### src/rtl/bucket_hash_linear_probe_insert_assert.svh
// Assertion macros for the bucket hash table RTL.
// Every macro samples on clk and is disabled while rst_n is low.
`ifndef BUCKET_HASH_LINEAR_PROBE_INSERT_ASSERT_SVH
`define BUCKET_HASH_LINEAR_PROBE_INSERT_ASSERT_SVH

// The condition must hold at every clock edge.
`define BHLP_ASSERT_ALWAYS(lbl, cond, msg) \
  lbl: assert property (@(posedge clk) disable iff (!rst_n) (cond)) else $error(msg);

// The consequent must hold in the same cycle as the antecedent.
`define BHLP_ASSERT_IMP(lbl, ante, cons, msg) \
  lbl: assert property (@(posedge clk) disable iff (!rst_n) (ante) |-> (cons)) \
    else $error(msg);

// The consequent must hold in the cycle after the antecedent.
`define BHLP_ASSERT_NXT(lbl, ante, cons, msg) \
  lbl: assert property (@(posedge clk) disable iff (!rst_n) (ante) |=> (cons)) \
    else $error(msg);

`endif

### src/rtl/bhlp_pkg.sv
// Shared types and constants for the bucket hash table.
// No dependencies; every other file but the assertion header uses this package.
`timescale 1ns / 1ps

package bhlp_pkg;

  localparam int BUCKETS_DEF = 11;
  localparam int KEY_W       = 31;
  localparam int ROW_W       = 4;
  localparam int STATUS_W    = 2;

  // The hash takes the key apart HASH_DIGIT bits per cycle.
  localparam int HASH_DIGIT  = 4;
  localparam int HASH_STEPS  = (KEY_W + HASH_DIGIT - 1) / HASH_DIGIT;

  localparam logic [STATUS_W-1:0] ST_INSERTED = 2'd0;
  localparam logic [STATUS_W-1:0] ST_OVERFLOW = 2'd1;
  localparam logic [STATUS_W-1:0] ST_ROW_READ = 2'd2;

  // One table row as stored in memory.
  typedef struct packed {
    logic             v1;
    logic [KEY_W-1:0] k1;
    logic             v0;
    logic [KEY_W-1:0] k0;
  } bhlp_row_t;

  typedef enum logic [2:0] {
    S_CLEAR,
    S_IDLE,
    S_HASH,
    S_HOME,
    S_PROBE_RD,
    S_PROBE_CHK,
    S_READ_RD,
    S_READ_OUT
  } bhlp_state_t;

  typedef struct packed {
    logic clr_wr;
    logic capture;
    logic hash_step;
    logic probe_home;
    logic probe_adv;
    logic rd_probe;
    logic rd_row;
    logic wr_slot;
    logic load_ins;
    logic load_ovf;
    logic load_read;
  } bhlp_cmd_t;

  typedef struct packed {
    logic in_mode;
    logic row_last;
    logic hash_last;
    logic probe_last;
    logic slot0_free;
    logic slot1_free;
    logic out_free;
  } bhlp_sts_t;

endpackage

### src/rtl/bhlp_if.sv
// Valid/ready channel interfaces for the bucket hash table.
// Depends on bhlp_pkg for field widths.
`timescale 1ns / 1ps

interface bhlp_in_if;
  logic                        valid;
  logic                        ready;
  logic                        mode;
  logic [bhlp_pkg::KEY_W-1:0]  key;
  logic [bhlp_pkg::ROW_W-1:0]  row;

  modport source (output valid, output mode, output key, output row, input ready);
  modport sink   (input valid, input mode, input key, input row, output ready);
endinterface

interface bhlp_out_if;
  logic                          valid;
  logic                          ready;
  logic [bhlp_pkg::STATUS_W-1:0] status;
  logic [bhlp_pkg::ROW_W-1:0]    placed_row;
  logic                          placed_slot;
  logic                          slot0_valid;
  logic [bhlp_pkg::KEY_W-1:0]    slot0_key;
  logic                          slot1_valid;
  logic [bhlp_pkg::KEY_W-1:0]    slot1_key;

  modport source (output valid, output status, output placed_row, output placed_slot,
                  output slot0_valid, output slot0_key, output slot1_valid,
                  output slot1_key, input ready);
  modport sink   (input valid, input status, input placed_row, input placed_slot,
                  input slot0_valid, input slot0_key, input slot1_valid,
                  input slot1_key, output ready);
endinterface

### src/rtl/bhlp_datapath.sv
// Datapath of the bucket hash table: input capture, digit-serial hash,
// probe counters, row memory and the output register. Depends on bhlp_pkg.
`timescale 1ns / 1ps

module bhlp_datapath #(
  parameter int BUCKETS = bhlp_pkg::BUCKETS_DEF
) (
  input  logic                          clk,
  input  logic                          rst_n,
  input  bhlp_pkg::bhlp_cmd_t           cmd,
  output bhlp_pkg::bhlp_sts_t           sts,
  input  logic                          in_mode,
  input  logic [bhlp_pkg::KEY_W-1:0]    in_key,
  input  logic [bhlp_pkg::ROW_W-1:0]    in_row,
  input  logic                          out_ready,
  output logic                          out_valid,
  output logic [bhlp_pkg::STATUS_W-1:0] out_status,
  output logic [bhlp_pkg::ROW_W-1:0]    out_placed_row,
  output logic                          out_placed_slot,
  output logic                          out_slot0_valid,
  output logic [bhlp_pkg::KEY_W-1:0]    out_slot0_key,
  output logic                          out_slot1_valid,
  output logic [bhlp_pkg::KEY_W-1:0]    out_slot1_key
);

  import bhlp_pkg::*;

  localparam int AW  = $clog2(BUCKETS);
  localparam int RW  = AW + 1;
  localparam int KPW = HASH_STEPS * HASH_DIGIT;
  localparam int HCW = (HASH_STEPS > 1) ? $clog2(HASH_STEPS) : 1;

  bhlp_row_t              mem [BUCKETS];
  bhlp_row_t              rdata_r;
  bhlp_row_t              upd_row;
  bhlp_row_t              wr_data;

  logic [KEY_W-1:0]       key_r;
  logic [ROW_W-1:0]       row_r;
  logic [KPW-1:0]         kr_r;
  logic [RW-1:0]          rem_r;
  logic [RW-1:0]          rem_nxt;
  logic [HCW-1:0]         hcnt_r;
  logic [AW-1:0]          probe_r;
  logic [AW-1:0]          probe_nxt;
  logic [AW-1:0]          pcnt_r;
  logic [AW-1:0]          row_addr;
  logic [AW-1:0]          rd_addr;
  logic [AW+ROW_W-1:0]    row_ext;
  logic [AW+ROW_W-1:0]    probe_ext;
  logic                   row_ok;
  logic                   rd_en;
  logic                   wr_en;
  logic [HASH_DIGIT-1:0]  digit;

  logic                   out_valid_r;
  logic [STATUS_W-1:0]    status_r;
  logic [ROW_W-1:0]       prow_r;
  logic                   pslot_r;
  logic                   v0_r;
  logic [KEY_W-1:0]       k0_r;
  logic                   v1_r;
  logic [KEY_W-1:0]       k1_r;

  // Input capture.
  always_ff @(posedge clk) begin
    if (cmd.capture) begin
      key_r  <= in_key;
      row_r  <= in_row;
    end
  end

  // Remainder by BUCKETS, one digit of the key per cycle. The partial
  // remainder stays below BUCKETS, so one compare and subtract per bit.
  assign digit = kr_r[KPW-1 -: HASH_DIGIT];

  always_comb begin
    logic [RW-1:0] t;
    t = rem_r;
    for (int i = 0; i < HASH_DIGIT; i++) begin
      t = {t[RW-2:0], digit[HASH_DIGIT-1-i]};
      if (t >= RW'(BUCKETS)) begin
        t = t - RW'(BUCKETS);
      end
    end
    rem_nxt = t;
  end

  always_ff @(posedge clk) begin
    if (cmd.capture) begin
      kr_r   <= KPW'(in_key);
      rem_r  <= '0;
      hcnt_r <= '0;
    end else if (cmd.hash_step) begin
      kr_r   <= {kr_r[KPW-HASH_DIGIT-1:0], HASH_DIGIT'(0)};
      rem_r  <= rem_nxt;
      hcnt_r <= hcnt_r + 1'b1;
    end
  end

  // Probe row pointer; it also walks the rows during the clearing pass.
  assign probe_nxt = (probe_r == AW'(BUCKETS - 1)) ? '0 : probe_r + 1'b1;

  always_ff @(posedge clk) begin
    if (!rst_n) begin
      probe_r <= '0;
    end else if (cmd.probe_home) begin
      probe_r <= rem_r[AW-1:0];
    end else if (cmd.probe_adv) begin
      probe_r <= probe_nxt;
    end
  end

  always_ff @(posedge clk) begin
    if (cmd.probe_home) begin
      pcnt_r <= '0;
    end else if (cmd.probe_adv) begin
      pcnt_r <= pcnt_r + 1'b1;
    end
  end

  // Row memory, one write and one registered read per cycle.
  assign row_ext  = (AW + ROW_W)'(row_r);
  assign row_addr = row_ext[AW-1:0];
  assign row_ok   = 32'(row_r) < 32'(BUCKETS);
  assign rd_en    = cmd.rd_probe | (cmd.rd_row & row_ok);
  assign rd_addr  = cmd.rd_row ? row_addr : probe_r;

  always_comb begin
    upd_row = rdata_r;
    if (!rdata_r.v0) begin
      upd_row.v0 = 1'b1;
      upd_row.k0 = key_r;
    end else begin
      upd_row.v1 = 1'b1;
      upd_row.k1 = key_r;
    end
  end

  assign wr_en   = cmd.clr_wr | cmd.wr_slot;
  assign wr_data = cmd.clr_wr ? '0 : upd_row;

  always_ff @(posedge clk) begin
    if (wr_en) begin
      mem[probe_r] <= wr_data;
    end
    if (rd_en) begin
      rdata_r <= mem[rd_addr];
    end
  end

  // Output register.
  assign probe_ext = (AW + ROW_W)'(probe_r);

  always_ff @(posedge clk) begin
    if (!rst_n) begin
      out_valid_r <= 1'b0;
    end else if (cmd.load_ins || cmd.load_ovf || cmd.load_read) begin
      out_valid_r <= 1'b1;
    end else if (out_ready) begin
      out_valid_r <= 1'b0;
    end
  end

  always_ff @(posedge clk) begin
    if (cmd.load_ins) begin
      status_r <= ST_INSERTED;
      prow_r   <= probe_ext[ROW_W-1:0];
      pslot_r  <= rdata_r.v0;
      v0_r     <= 1'b0;
      k0_r     <= '0;
      v1_r     <= 1'b0;
      k1_r     <= '0;
    end else if (cmd.load_ovf) begin
      status_r <= ST_OVERFLOW;
      prow_r   <= '0;
      pslot_r  <= 1'b0;
      v0_r     <= 1'b0;
      k0_r     <= '0;
      v1_r     <= 1'b0;
      k1_r     <= '0;
    end else if (cmd.load_read) begin
      status_r <= ST_ROW_READ;
      prow_r   <= row_r;
      pslot_r  <= 1'b0;
      v0_r     <= row_ok & rdata_r.v0;
      k0_r     <= (row_ok & rdata_r.v0) ? rdata_r.k0 : '0;
      v1_r     <= row_ok & rdata_r.v1;
      k1_r     <= (row_ok & rdata_r.v1) ? rdata_r.k1 : '0;
    end
  end

  assign out_valid       = out_valid_r;
  assign out_status      = status_r;
  assign out_placed_row  = prow_r;
  assign out_placed_slot = pslot_r;
  assign out_slot0_valid = v0_r;
  assign out_slot0_key   = k0_r;
  assign out_slot1_valid = v1_r;
  assign out_slot1_key   = k1_r;

  // Status toward the controller.
  always_comb begin
    sts            = '0;
    sts.in_mode    = in_mode;
    sts.row_last   = (probe_r == AW'(BUCKETS - 1));
    sts.hash_last  = (hcnt_r == HCW'(HASH_STEPS - 1));
    sts.probe_last = (pcnt_r == AW'(BUCKETS - 1));
    sts.slot0_free = !rdata_r.v0;
    sts.slot1_free = !rdata_r.v1;
    sts.out_free   = !out_valid_r || out_ready;
  end

endmodule

### src/rtl/bhlp_ctrl.sv
// Controller state machine of the bucket hash table.
// Depends on bhlp_pkg and the assertion macro header.
`timescale 1ns / 1ps
`include "bucket_hash_linear_probe_insert_assert.svh"

module bhlp_ctrl (
  input  logic                clk,
  input  logic                rst_n,
  input  logic                in_valid,
  output logic                in_ready,
  input  bhlp_pkg::bhlp_sts_t sts,
  output bhlp_pkg::bhlp_cmd_t cmd
);

  import bhlp_pkg::*;

  bhlp_state_t state_r;
  bhlp_state_t state_nxt;

  logic        load_any;
  logic        row_full;
  logic        ovf_ok;

  always_ff @(posedge clk) begin
    if (!rst_n) begin
      state_r <= S_CLEAR;
    end else begin
      state_r <= state_nxt;
    end
  end

  always_comb begin
    state_nxt = state_r;
    cmd       = '0;
    in_ready  = 1'b0;
    case (state_r)
      S_CLEAR: begin
        cmd.clr_wr    = 1'b1;
        cmd.probe_adv = 1'b1;
        if (sts.row_last) begin
          state_nxt = S_IDLE;
        end
      end
      S_IDLE: begin
        in_ready = 1'b1;
        if (in_valid) begin
          cmd.capture = 1'b1;
          state_nxt   = sts.in_mode ? S_READ_RD : S_HASH;
        end
      end
      S_HASH: begin
        cmd.hash_step = 1'b1;
        if (sts.hash_last) begin
          state_nxt = S_HOME;
        end
      end
      S_HOME: begin
        cmd.probe_home = 1'b1;
        state_nxt      = S_PROBE_RD;
      end
      S_PROBE_RD: begin
        cmd.rd_probe = 1'b1;
        state_nxt    = S_PROBE_CHK;
      end
      S_PROBE_CHK: begin
        if (sts.slot0_free || sts.slot1_free) begin
          if (sts.out_free) begin
            cmd.wr_slot  = 1'b1;
            cmd.load_ins = 1'b1;
            state_nxt    = S_IDLE;
          end
        end else if (sts.probe_last) begin
          if (sts.out_free) begin
            cmd.load_ovf = 1'b1;
            state_nxt    = S_IDLE;
          end
        end else begin
          cmd.probe_adv = 1'b1;
          state_nxt     = S_PROBE_RD;
        end
      end
      S_READ_RD: begin
        cmd.rd_row = 1'b1;
        state_nxt  = S_READ_OUT;
      end
      S_READ_OUT: begin
        if (sts.out_free) begin
          cmd.load_read = 1'b1;
          state_nxt     = S_IDLE;
        end
      end
      default: begin
        state_nxt = S_IDLE;
      end
    endcase
  end

  assign load_any = cmd.load_ins || cmd.load_ovf || cmd.load_read;
  assign row_full = !sts.slot0_free && !sts.slot1_free;
  assign ovf_ok   = sts.probe_last && row_full;

  `BHLP_ASSERT_IMP(a_load_needs_room, load_any, sts.out_free, "result loaded into a busy output")
  `BHLP_ASSERT_IMP(a_write_has_free_slot, cmd.wr_slot, !row_full, "insert into a full row")
  `BHLP_ASSERT_IMP(a_ovf_after_sweep, cmd.load_ovf, ovf_ok, "overflow before a full sweep")

endmodule

### src/rtl/bucket_hash_linear_probe_insert.sv
// Top level of the bucket hash table with linear probing.
// Depends on bhlp_pkg, bhlp_if, bhlp_ctrl and bhlp_datapath.
`timescale 1ns / 1ps

// Hash table of BUCKETS rows with two key slots per row, held in a dual-port
// row memory. An insert item hashes its key as key modulo BUCKETS, then probes
// rows from that home row upward, wrapping to row 0, and stores the key in the
// first free slot, slot 0 before slot 1; duplicates are stored again. When all
// BUCKETS rows are full the table is left unchanged and overflow is reported.
// A read item returns both slots of one row; a row number of BUCKETS or more
// reads as empty. Exactly one result item is produced per input item.
// Operation: after reset the block sweeps the memory to clear every row, with
// in_if.ready low. An insert then captures the item, hashes the key four bits
// at a time, loads the home row, and for each probed row (1 to BUCKETS rows
// are probed) reads the row from the memory port and checks it in the following
// cycle. A read captures the item, reads the row and loads the output register.
// Items are handled one at a time; the result sits in an output register, so a
// finished result may wait for out_if.ready while the next item is already
// accepted and worked on.

module bucket_hash_linear_probe_insert #(
  parameter int BUCKETS = bhlp_pkg::BUCKETS_DEF
) (
  input  logic         clk,
  input  logic         rst_n,
  bhlp_in_if.sink      in_if,
  bhlp_out_if.source   out_if
);

  import bhlp_pkg::*;

  bhlp_cmd_t cmd;
  bhlp_sts_t sts;

  // The state machine issues commands; the datapath answers with status.
  bhlp_ctrl u_ctrl (
    .clk      (clk),
    .rst_n    (rst_n),
    .in_valid (in_if.valid),
    .in_ready (in_if.ready),
    .sts      (sts),
    .cmd      (cmd)
  );

  bhlp_datapath #(
    .BUCKETS (BUCKETS)
  ) u_datapath (
    .clk             (clk),
    .rst_n           (rst_n),
    .cmd             (cmd),
    .sts             (sts),
    .in_mode         (in_if.mode),
    .in_key          (in_if.key),
    .in_row          (in_if.row),
    .out_ready       (out_if.ready),
    .out_valid       (out_if.valid),
    .out_status      (out_if.status),
    .out_placed_row  (out_if.placed_row),
    .out_placed_slot (out_if.placed_slot),
    .out_slot0_valid (out_if.slot0_valid),
    .out_slot0_key   (out_if.slot0_key),
    .out_slot1_valid (out_if.slot1_valid),
    .out_slot1_key   (out_if.slot1_key)
  );

endmodule
### src/flat_wrapper.sv
// flat-port wrapper written by rule: the top's interface ports become plain ports
module bucket_hash_linear_probe_insert_flat import bhlp_pkg::*;
#(
  parameter int BUCKETS = bhlp_pkg::BUCKETS_DEF
)
  (clk, rst_n, in_if_valid, in_if_mode, in_if_key, in_if_row, in_if_ready, out_if_valid, out_if_status, out_if_placed_row, out_if_placed_slot, out_if_slot0_valid, out_if_slot0_key, out_if_slot1_valid, out_if_slot1_key, out_if_ready);
  bhlp_in_if in_if_i ();
  bhlp_out_if out_if_i ();
  input  logic clk;
  input  logic rst_n;
  input wire logic [$bits(in_if_i.valid)-1:0] in_if_valid;
  input wire logic [$bits(in_if_i.mode)-1:0] in_if_mode;
  input wire logic [$bits(in_if_i.key)-1:0] in_if_key;
  input wire logic [$bits(in_if_i.row)-1:0] in_if_row;
  output wire logic [$bits(in_if_i.ready)-1:0] in_if_ready;
  output wire logic [$bits(out_if_i.valid)-1:0] out_if_valid;
  output wire logic [$bits(out_if_i.status)-1:0] out_if_status;
  output wire logic [$bits(out_if_i.placed_row)-1:0] out_if_placed_row;
  output wire logic [$bits(out_if_i.placed_slot)-1:0] out_if_placed_slot;
  output wire logic [$bits(out_if_i.slot0_valid)-1:0] out_if_slot0_valid;
  output wire logic [$bits(out_if_i.slot0_key)-1:0] out_if_slot0_key;
  output wire logic [$bits(out_if_i.slot1_valid)-1:0] out_if_slot1_valid;
  output wire logic [$bits(out_if_i.slot1_key)-1:0] out_if_slot1_key;
  input wire logic [$bits(out_if_i.ready)-1:0] out_if_ready;
  assign in_if_i.valid = in_if_valid;
  assign in_if_i.mode = in_if_mode;
  assign in_if_i.key = in_if_key;
  assign in_if_i.row = in_if_row;
  assign in_if_ready = in_if_i.ready;
  assign out_if_valid = out_if_i.valid;
  assign out_if_status = out_if_i.status;
  assign out_if_placed_row = out_if_i.placed_row;
  assign out_if_placed_slot = out_if_i.placed_slot;
  assign out_if_slot0_valid = out_if_i.slot0_valid;
  assign out_if_slot0_key = out_if_i.slot0_key;
  assign out_if_slot1_valid = out_if_i.slot1_valid;
  assign out_if_slot1_key = out_if_i.slot1_key;
  assign out_if_i.ready = out_if_ready;
  bucket_hash_linear_probe_insert #(.BUCKETS(BUCKETS)) u_core (.clk(clk), .rst_n(rst_n), .in_if(in_if_i), .out_if(out_if_i));
endmodule
### config.mk
export PLATFORM = sky130hd
export DESIGN_NAME = bucket_hash_linear_probe_insert_flat
export DESIGN_NICKNAME = d
export VERILOG_FILES = /design/src/rtl/bhlp_pkg.sv /design/src/rtl/bhlp_if.sv /design/src/rtl/bhlp_datapath.sv /design/src/rtl/bhlp_ctrl.sv /design/src/rtl/bucket_hash_linear_probe_insert.sv /design/src/flat_wrapper.sv
export VERILOG_INCLUDE_DIRS = /design/src /design/src/rtl
export SDC_FILE = /design/constraint.sdc
export NUM_CORES = 1
export LEC_CHECK = 0
export ABC_AREA = 1
export BUFFER_PORTS_ARGS = -buffer_cell sky130_fd_sc_hd__buf_2
export CORE_MARGIN = 4
export CORE_UTILIZATION = 23
export CTS_CLUSTER_DIAMETER = 80
export CTS_CLUSTER_SIZE = 12
export DETAILED_ROUTE_END_ITERATION = 6
export HOLD_SLACK_MARGIN = 0.12
export SLEW_MARGIN = 20
export SYNTH_ARGS = -nofsm -noshare
export SYNTH_HDL_FRONTEND = slang
export SYNTH_SLANG_ARGS = --single-unit
### constraint.sdc
create_clock -name clk -period 7.3 [get_ports clk]
set_input_delay 0.365 -clock clk [delete_from_list [all_inputs] [get_ports clk]]
set_output_delay 0.365 -clock clk [all_outputs]
set_load 0.05 [all_outputs]
==> impl_metrics.py, run 1 <==
metrics = {
    "run_status": {
        "status": "finished clean",
    },
    "synthesis": {
        "syn_inst": 3014,
        "netlist_area_um2": 36400,
        "synth_most_common_cell": "edfxtp_1",
        "synth-seq-cells": 925,
        "ys_top_cells_by_count": "edfxtp_1, nand2_1, o21ai_0",
        "synthArstFlopShare": 0,
        "synth_edf_count": 839,
        "yosys_most_used_dff": "edfxtp_1",
        "synth_cell_types": 35,
        "yosysSeqAreaShare": 0.739,
        "yosys_warnings": 0,
        "synth_area_leaders": "edfxtp_1, o21ai_0, nand2_1",
        "synth_top_area_share": 0.691,
        "yosys.area.top_type": "edfxtp_1",
        "avgSynthCellArea_um2": 12.1,
        "synth.net_count": 3062,
    },
    "worst_setup_path": {
        "slowest_delay_ns": 0.59,
        "cp-end-kind": "flop",
        "crit_path_cell_trace": "inv_1, nor3_2, nand2_1, o21ai_4, buf_4, inv_8, buf_4, o21ai_0, o22ai_1, o211ai_1, o21ai_0",
        "path_max_fanout": 144,
        "cpMaxStageDelayCell": "buf_4",
        "critPathLaunchType": "flop",
        "cp.arrival_ns": 4.77,
        "worst-setup-path-type": "reg -> reg",
        "crit_required_ns": 7.66,
    },
    "routing": {
        "wl_per_cell_um": 19.9,
        "drtIter0Drc": 2651,
        "remaining_drc_errors": 0,
        "viasPerCell": 4.55,
        "vias": 23800,
        "wl_mm": 104,
        "wl_met2_mm": 46.5,
        "drtAntennaViolNets": 0,
        "route.met3.wl_mm": 8.96,
        "m1WireLength_mm": 46.4,
        "drt_first_pass_iters": 5,
        "highest_layer": "met5",
    },
    "timing": {
        "setup_viol": 0,
        "fin_crit_sh": 0.605,
        "fin_skew_ns": 0.0298,
        "slew_headroom": 0.239,
        "slew_violations": 0,
        "rsz0062_at_grt": "false",
        "finalHoldViolCount": 0,
        "layout_min_cycle_time_ns": 4.41,
        "worst-slew-pin-transition_ns": 1.14,
        "fmax_mhz": 227,
        "fin_tns_setup_ns": 0,
    },
    "min_path": {
        "holdCritPathClass": "in -> reg",
    },
    "final_layout": {
        "nFillCells": 16000,
        "nets": 3158,
        "area_growth_pct": 16.2,
        "drive_gt1_frac": 0.0955,
        "stdcell_count": 5239,
    },
    "grt": {
        "antenna_found_initial": 9,
        "grtUsageTotal": 0.122,
        "grt_pass1_wl_mm": 151,
        "grt_overflow_total": 0,
        "first_global_vias": 22900,
        "grt_max_degree": 204,
    },
    "clock_network": {
        "h-tree-depth": 3,
        "cts_tree": "built",
        "clockRootBuffer": "clkbuf_16",
        "clk_path_buf_depth": 3,
        "cts.sinks": 925,
        "cts_resized": 0,
        "holdBufCountCts": 37,
        "cts_buffers": 87,
        "post_cts_buffers": 0,
        "clock_latency_ns": 0.65,
        "path_clk_slew_ns": 0.06,
    },
    "place": {
        "hpwlAfterDp_mm": 57.2,
        "place.gp.congestion": 0.752,
        "io_buffers": 112,
        "placed_cells": 5041,
    },
    "die": {
        "core_area_um2": 157000,
        "ios": 113,
        "die_h_um": 406,
        "rows": 145,
        "die_w_um": 406,
        "start_util": 0.232,
        "dieArea_um2": 165000,
    },
    "job": {
        "maxCapViolations": 0,
    },
    "power_and_ir_drop": {
        "peakVddDrop_mv": 0.168,
        "leakage_nw": 15.5,
        "cellPowerDensity_nw_per_um2": 254,
    },
}
## cell families (layout without fill, tap and decap cells)
kind of cell             after synthesis  after routing  share of synthesized area
AND/OR/NAND/NOR                      988            988                      0.108
AO/OA/AOI/OAI                        737            737                      0.112
buffers and inverters                347            506                     0.0358
adder cells (fa/ha/maj)                8              8                    0.00275
XOR/XNOR                               8              8                    0.00306
other                                  0              8                          0
flip-flops                           925            925                      0.739
multiplexers                           1              1                   0.000275
## layout make-up
cell class / instances / area (um2) / share of cell area
Antenna cell: 8 / 20.0 / 0.000473
Multi-Input combinational cell: 1742 / 8390 / 0.198
Clock inverter: 5 / 47.5 / 0.00112
Tap cell: 2058 / 2570 / 0.0608
Inverter: 160 / 609 / 0.0144
Clock buffer: 147 / 2480 / 0.0585
Sequential cell: 925 / 26900 / 0.635
Timing Repair Buffer: 194 / 1330 / 0.0314
## layer usage
metal,track usage,up-vias
met5,0,-
li1,-,10900
met3,0.0314,157
met2,0.185,951
met1,0.173,11800
met4,0.0324,2
## final timing paths
kind / from / end / slack [ns] / cells after the start
worst min register to register: u_core.u_datapath.out_slot0_key[13]$_SDFFE_PP0P_ / u_core.u_datapath.out_slot0_key[13]$_SDFFE_PP0P_ / 0.46 / 2
worst max-delay path: u_core.u_ctrl.state_r[1]$_SDFFE_PN0P_ / u_core.u_datapath.rdata_r[22]$_DFFE_PP_ / 2.89 / 11
worst max register to register: u_core.u_ctrl.state_r[1]$_SDFFE_PN0P_ / u_core.u_datapath.rdata_r[22]$_DFFE_PP_ / 2.89 / 11
worst min-delay path: out_if_ready / u_core.u_datapath.out_valid$_SDFFE_PN0P_ / 0.15 / 4
## layout by cell type (no fill, tap or decap), types with 2 or more instances in the layout
cell	n
edfxtp_1	839
nand2_1	518
o21ai_0	449
nor2_1	336
inv_1	154
o22ai_1	114
buf_2	112
nand3_1	90
clkbuf_16	90
dfxtp_1	86
a21oi_1	80
clkbuf_1	56
o211ai_1	51
buf_4	40
dlygate4sd3_1	37
o221ai_1	23
nand2_2	10
nor2_4	10
diode_2	8
ha_1	8
o21ai_1	7
nand2_4	6
buf_12	5
nand3_2	4
inv_2	4
nor3_2	4
o21ai_4	4
nand4_1	4
a31oi_1	4
xor2_2	3
xor2_1	3
nor3_1	3
clkinv_2	2
nand3b_1	2
a22o_1	2
inv_6	2
## power breakdown
part           switching [mW]  leakage [nW]  internal (mW)
clock network            1.89          1.21           2.30
logic                   0.484          4.95          0.219
registers              0.0313          9.37           5.84
total                    2.40          15.5           8.36
## worst max-delay path: cells and delay by family (launching register included)
| kind | cells | cell delay (ns) |
|---|---|---|
| buffers and inverters | 4 | 1.72 |
| AO/OA/AOI/OAI | 5 | 0.81 |
| AND/OR/NAND/NOR | 2 | 0.65 |
| flip-flops | 1 | 0.51 |
## sequential cells by signal (all words and copies together) (netlist names), 2 cells and up
register	flops
u_core.u_ctrl.state_r	3
u_core.u_datapath.hcnt_r	3
u_core.u_datapath.key_r	31
u_core.u_datapath.kr_r	32
u_core.u_datapath.mem	704
u_core.u_datapath.out_placed_row	4
u_core.u_datapath.out_slot0_key	31
u_core.u_datapath.out_slot1_key	31
u_core.u_datapath.out_status	2
u_core.u_datapath.pcnt_r	4
u_core.u_datapath.probe_r	4
u_core.u_datapath.rdata_r	64
u_core.u_datapath.rem_r	4
u_core.u_datapath.row_addr	4
## stage by stage
| step | utilization | hold slack (ns) | power (mW) | setup WS (ns) | area (um2) |
|---|---|---|---|---|---|
| floorplan | - | 0.419 | 6.46 | 1.09 | 36400 |
| CTS | 0.270 | 0.121 | 10.9 | 3.14 | 42300 |
| global route | 0.270 | 0.157 | 11.1 | 2.78 | 42300 |
| finish | 0.270 | 0.155 | 10.8 | 2.89 | 42400 |
| global placement | 0.251 | 0.444 | 6.65 | 3.27 | 39400 |
| detailed placement | 0.251 | 0.452 | 6.66 | 3.24 | 39400 |
Power figures use the tool's default switching activity.
==> inputs of run 2 (changes only) <==
- ABC_AREA: 1 -> 0
- clock period: 7.3 -> 4.3 ns (I/O delays scaled with it)
==> impl_metrics.py, run 2 <==
metrics = {
    "clock_network": {
        "clock_latency_ns": 0.69,
        "cts.sinks": 925,
        "cts_buffers": 87,
        "path_clk_slew_ns": 0.07,
        "h-tree-depth": 3,
        "clockRootBuffer": "clkbuf_16",
        "cts_tree": "built",
        "clk_path_buf_depth": 3,
        "post_cts_buffers": 0,
    },
    "synthesis": {
        "synth_most_common_cell": "edfxtp_1",
        "synth_edf_count": 839,
        "synthArstFlopShare": 0,
        "syn_inst": 2774,
        "ys_top_cells_by_count": "edfxtp_1, nand2_1, clkbuf_1",
        "yosysSeqAreaShare": 0.737,
        "yosys_most_used_dff": "edfxtp_1",
        "synth-seq-cells": 925,
        "synth_area_leaders": "edfxtp_1, nand2_1, dfxtp_1",
        "synth_cell_types": 62,
        "yosys.area.top_type": "edfxtp_1",
        "yosys_warnings": 0,
        "avgSynthCellArea_um2": 13.2,
        "synth.net_count": 2822,
        "netlist_area_um2": 36500,
        "synth_top_area_share": 0.690,
    },
    "die": {
        "rows": 145,
        "ios": 113,
        "start_util": 0.232,
        "dieArea_um2": 165000,
        "die_h_um": 407,
        "die_w_um": 407,
        "core_area_um2": 157000,
    },
    "power_and_ir_drop": {
        "peakVddDrop_mv": 0.340,
        "cellPowerDensity_nw_per_um2": 435,
        "leakage_nw": 14.9,
        "power.total_mw": 18.8,
    },
    "routing": {
        "drtAntennaViolNets": 0,
        "drtIter0Drc": 2990,
        "wl_mm": 107,
        "drt_first_pass_iters": 5,
        "viasPerCell": 4.74,
        "vias": 23900,
        "remaining_drc_errors": 0,
        "wl_per_cell_um": 21.2,
    },
    "timing": {
        "fin_skew_ns": 0.0448,
        "fin_hold_ws_ns": 0.267,
        "worst-slew-pin-transition_ns": 1.07,
        "finalHoldViolCount": 0,
        "setup_viol": 0,
        "slew_violations": 0,
        "fmax_mhz": 252,
        "layout_min_cycle_time_ns": 3.96,
        "rsz0062_at_grt": "false",
        "fin_crit_sh": 0.922,
        "slew_headroom": 0.284,
    },
    "final_layout": {
        "final_area_um2": 43300,
        "nets": 2950,
        "area_growth_pct": 18.5,
        "largest_register_ffs": 704,
        "layout_commonest_cell": "edfxtp_1",
        "top_regs": "u_core.u_datapath.mem x704, u_core.u_datapath.rdata_r x64, u_core.u_datapath.kr_r x32",
        "top_register": "u_core.u_datapath.mem",
        "nFillCells": 15800,
        "mostFrequentLayoutCells": "edfxtp_1, nand2_1, nor2_1",
        "drive_gt1_frac": 0.119,
        "stdcell_count": 5041,
    },
    "worst_setup_path": {
        "slowest_delay_ns": 0.41,
        "crit_start": "u_core.u_datapath.rem_r[0]$_SDFFE_PP0P_",
        "crit_required_ns": 4.91,
        "r2r_start": "u_core.u_datapath.rem_r[0]$_SDFFE_PP0P_",
        "cpMaxStageDelayCell": "dfxtp_1",
        "reg2reg_setup_slack_ns": 0.34,
        "cpMostUsedCell": "ha_1",
        "critPathLaunchType": "flop",
        "crit_buf_inv": 1,
        "crit_path_cell_trace": "ha_1, or2_2, o21a_1, o31ai_1, ha_2, inv_1, o41ai_1, o311a_1, a211oi_4, ha_1, nor3_2, o21ai_1, mux2_4, ha_1, a2111oi_1, a211o_1",
        "worst-setup-path-type": "reg -> reg",
        "critPathTopFamily": "compound AO/OA/AOI/OAI gates",
        "path_max_fanout": 10,
        "worstRegToRegCells": 16,
        "r2r-end": "u_core.u_datapath.rem_r[2]$_SDFFE_PP0P_",
        "cp-end-kind": "flop",
        "cp.arrival_ns": 4.57,
    },
    "place": {
        "placed_cells": 4831,
        "place_area_um2": 40200,
        "hpwlAfterDp_mm": 61.0,
        "io_buffers": 112,
        "place.gp.congestion": 0.785,
    },
    "min_path": {
        "holdCritPathClass": "in -> reg",
        "hold_end": "u_core.u_datapath.key_r[8]$_DFFE_PP_",
        "worstHoldPathCells": 2,
        "hold_start": "in_if_key[8]",
    },
    "job": {
        "maxCapViolations": 0,
    },
    "grt": {
        "antenna_found_initial": 21,
        "grtUsageTotal": 0.126,
        "grt_overflow_total": 0,
        "grt_max_degree": 116,
        "grt_pass1_wl_mm": 155,
        "first_global_vias": 22400,
    },
    "run_status": {
        "status": "finished clean",
    },
}
[run 2: cell count changes in the layout (fill, tap and decap cells not counted), sizes merged, moves of 67 or more]
cell / delta
inv: -152
mux2i: +68
nor2: -189
nand2: +134
o22ai: -114
a211oi: +67
o21ai: -443
and3: +73
[run 2: worst max-delay path by stage]
stage,endpoint,slack [ns],depth (start not counted)
finish,u_core.u_datapath.rem_r[2]$_SDFFE_PP0P_,0.34,16
global route,u_core.u_datapath.rem_r[2]$_SDFFE_PP0P_,0.03,16
CTS,u_core.u_datapath.rem_r[2]$_SDFFE_PP0P_,0.31,16
detailed placement,u_core.u_datapath.rem_r[1]$_SDFFE_PP0P_,0.35,17
global placement,u_core.u_datapath.rem_r[2]$_SDFFE_PP0P_,0.43,16
floorplan,u_core.u_datapath.mem[1][0]$_DFFE_PP_,-0.83,8
[run 2: stage by stage]
step,worst slack (ns),utilization,setup TNS (ns)
floorplan,-0.831,-,-387.40
global placement,0.428,0.256,0
detailed placement,0.347,0.256,0
CTS,0.310,0.275,0
global route,0.0279,0.275,0
finish,0.337,0.275,0
[run 2: area by class of cell]
class | count | area, um2 | share of cell area
Timing Repair Buffer | 233 | 2060 | 0.0475
Inverter | 7 | 26.3 | 0.000607
Antenna cell | 6 | 15.0 | 0.000347
Clock inverter | 8 | 186 | 0.00431
Multi-Input combinational cell | 1648 | 9060 | 0.209
Clock buffer | 156 | 2440 | 0.0563
Sequential cell | 925 | 26900 | 0.622
Tap cell | 2058 | 2570 | 0.0595
[run 2: logic make-up after synthesis]
logic type / after synthesis / share of synthesized area
compound gates: 459 / 0.0862
xor+xnor: 3 / 0.000720
fa+ha+maj: 8 / 0.00274
buf+inv: 201 / 0.0211
flops: 925 / 0.737
mux: 100 / 0.0287
simple gates: 1078 / 0.124
[run 2: layer usage]
| metal | vias up | wire length [um] | GRT usage |
|---|---|---|---|
| li1 | 10600 | - | - |
| met1 | 12100 | 49800 | 0.193 |
| met2 | 1038 | 44700 | 0.179 |
| met3 | 145 | 10700 | 0.0270 |
| met4 | 8 | 1910 | 0.0299 |
| met5 | - | 58 | 0 |
[run 2: where the power goes]
group          switching [mW]  internal [mW]  leakage, nW
combinational           0.936          0.555         5.37
clock                    3.42           3.88         1.23
sequential             0.0878           9.96         8.30
[run 2: timing repair]
item                                    in CTS  in global routing
hold endpoints to repair                    81                  0
hold buffers                                40                  0
gates resized for setup                      0                  1
endpoints found under the setup margin       0                  1
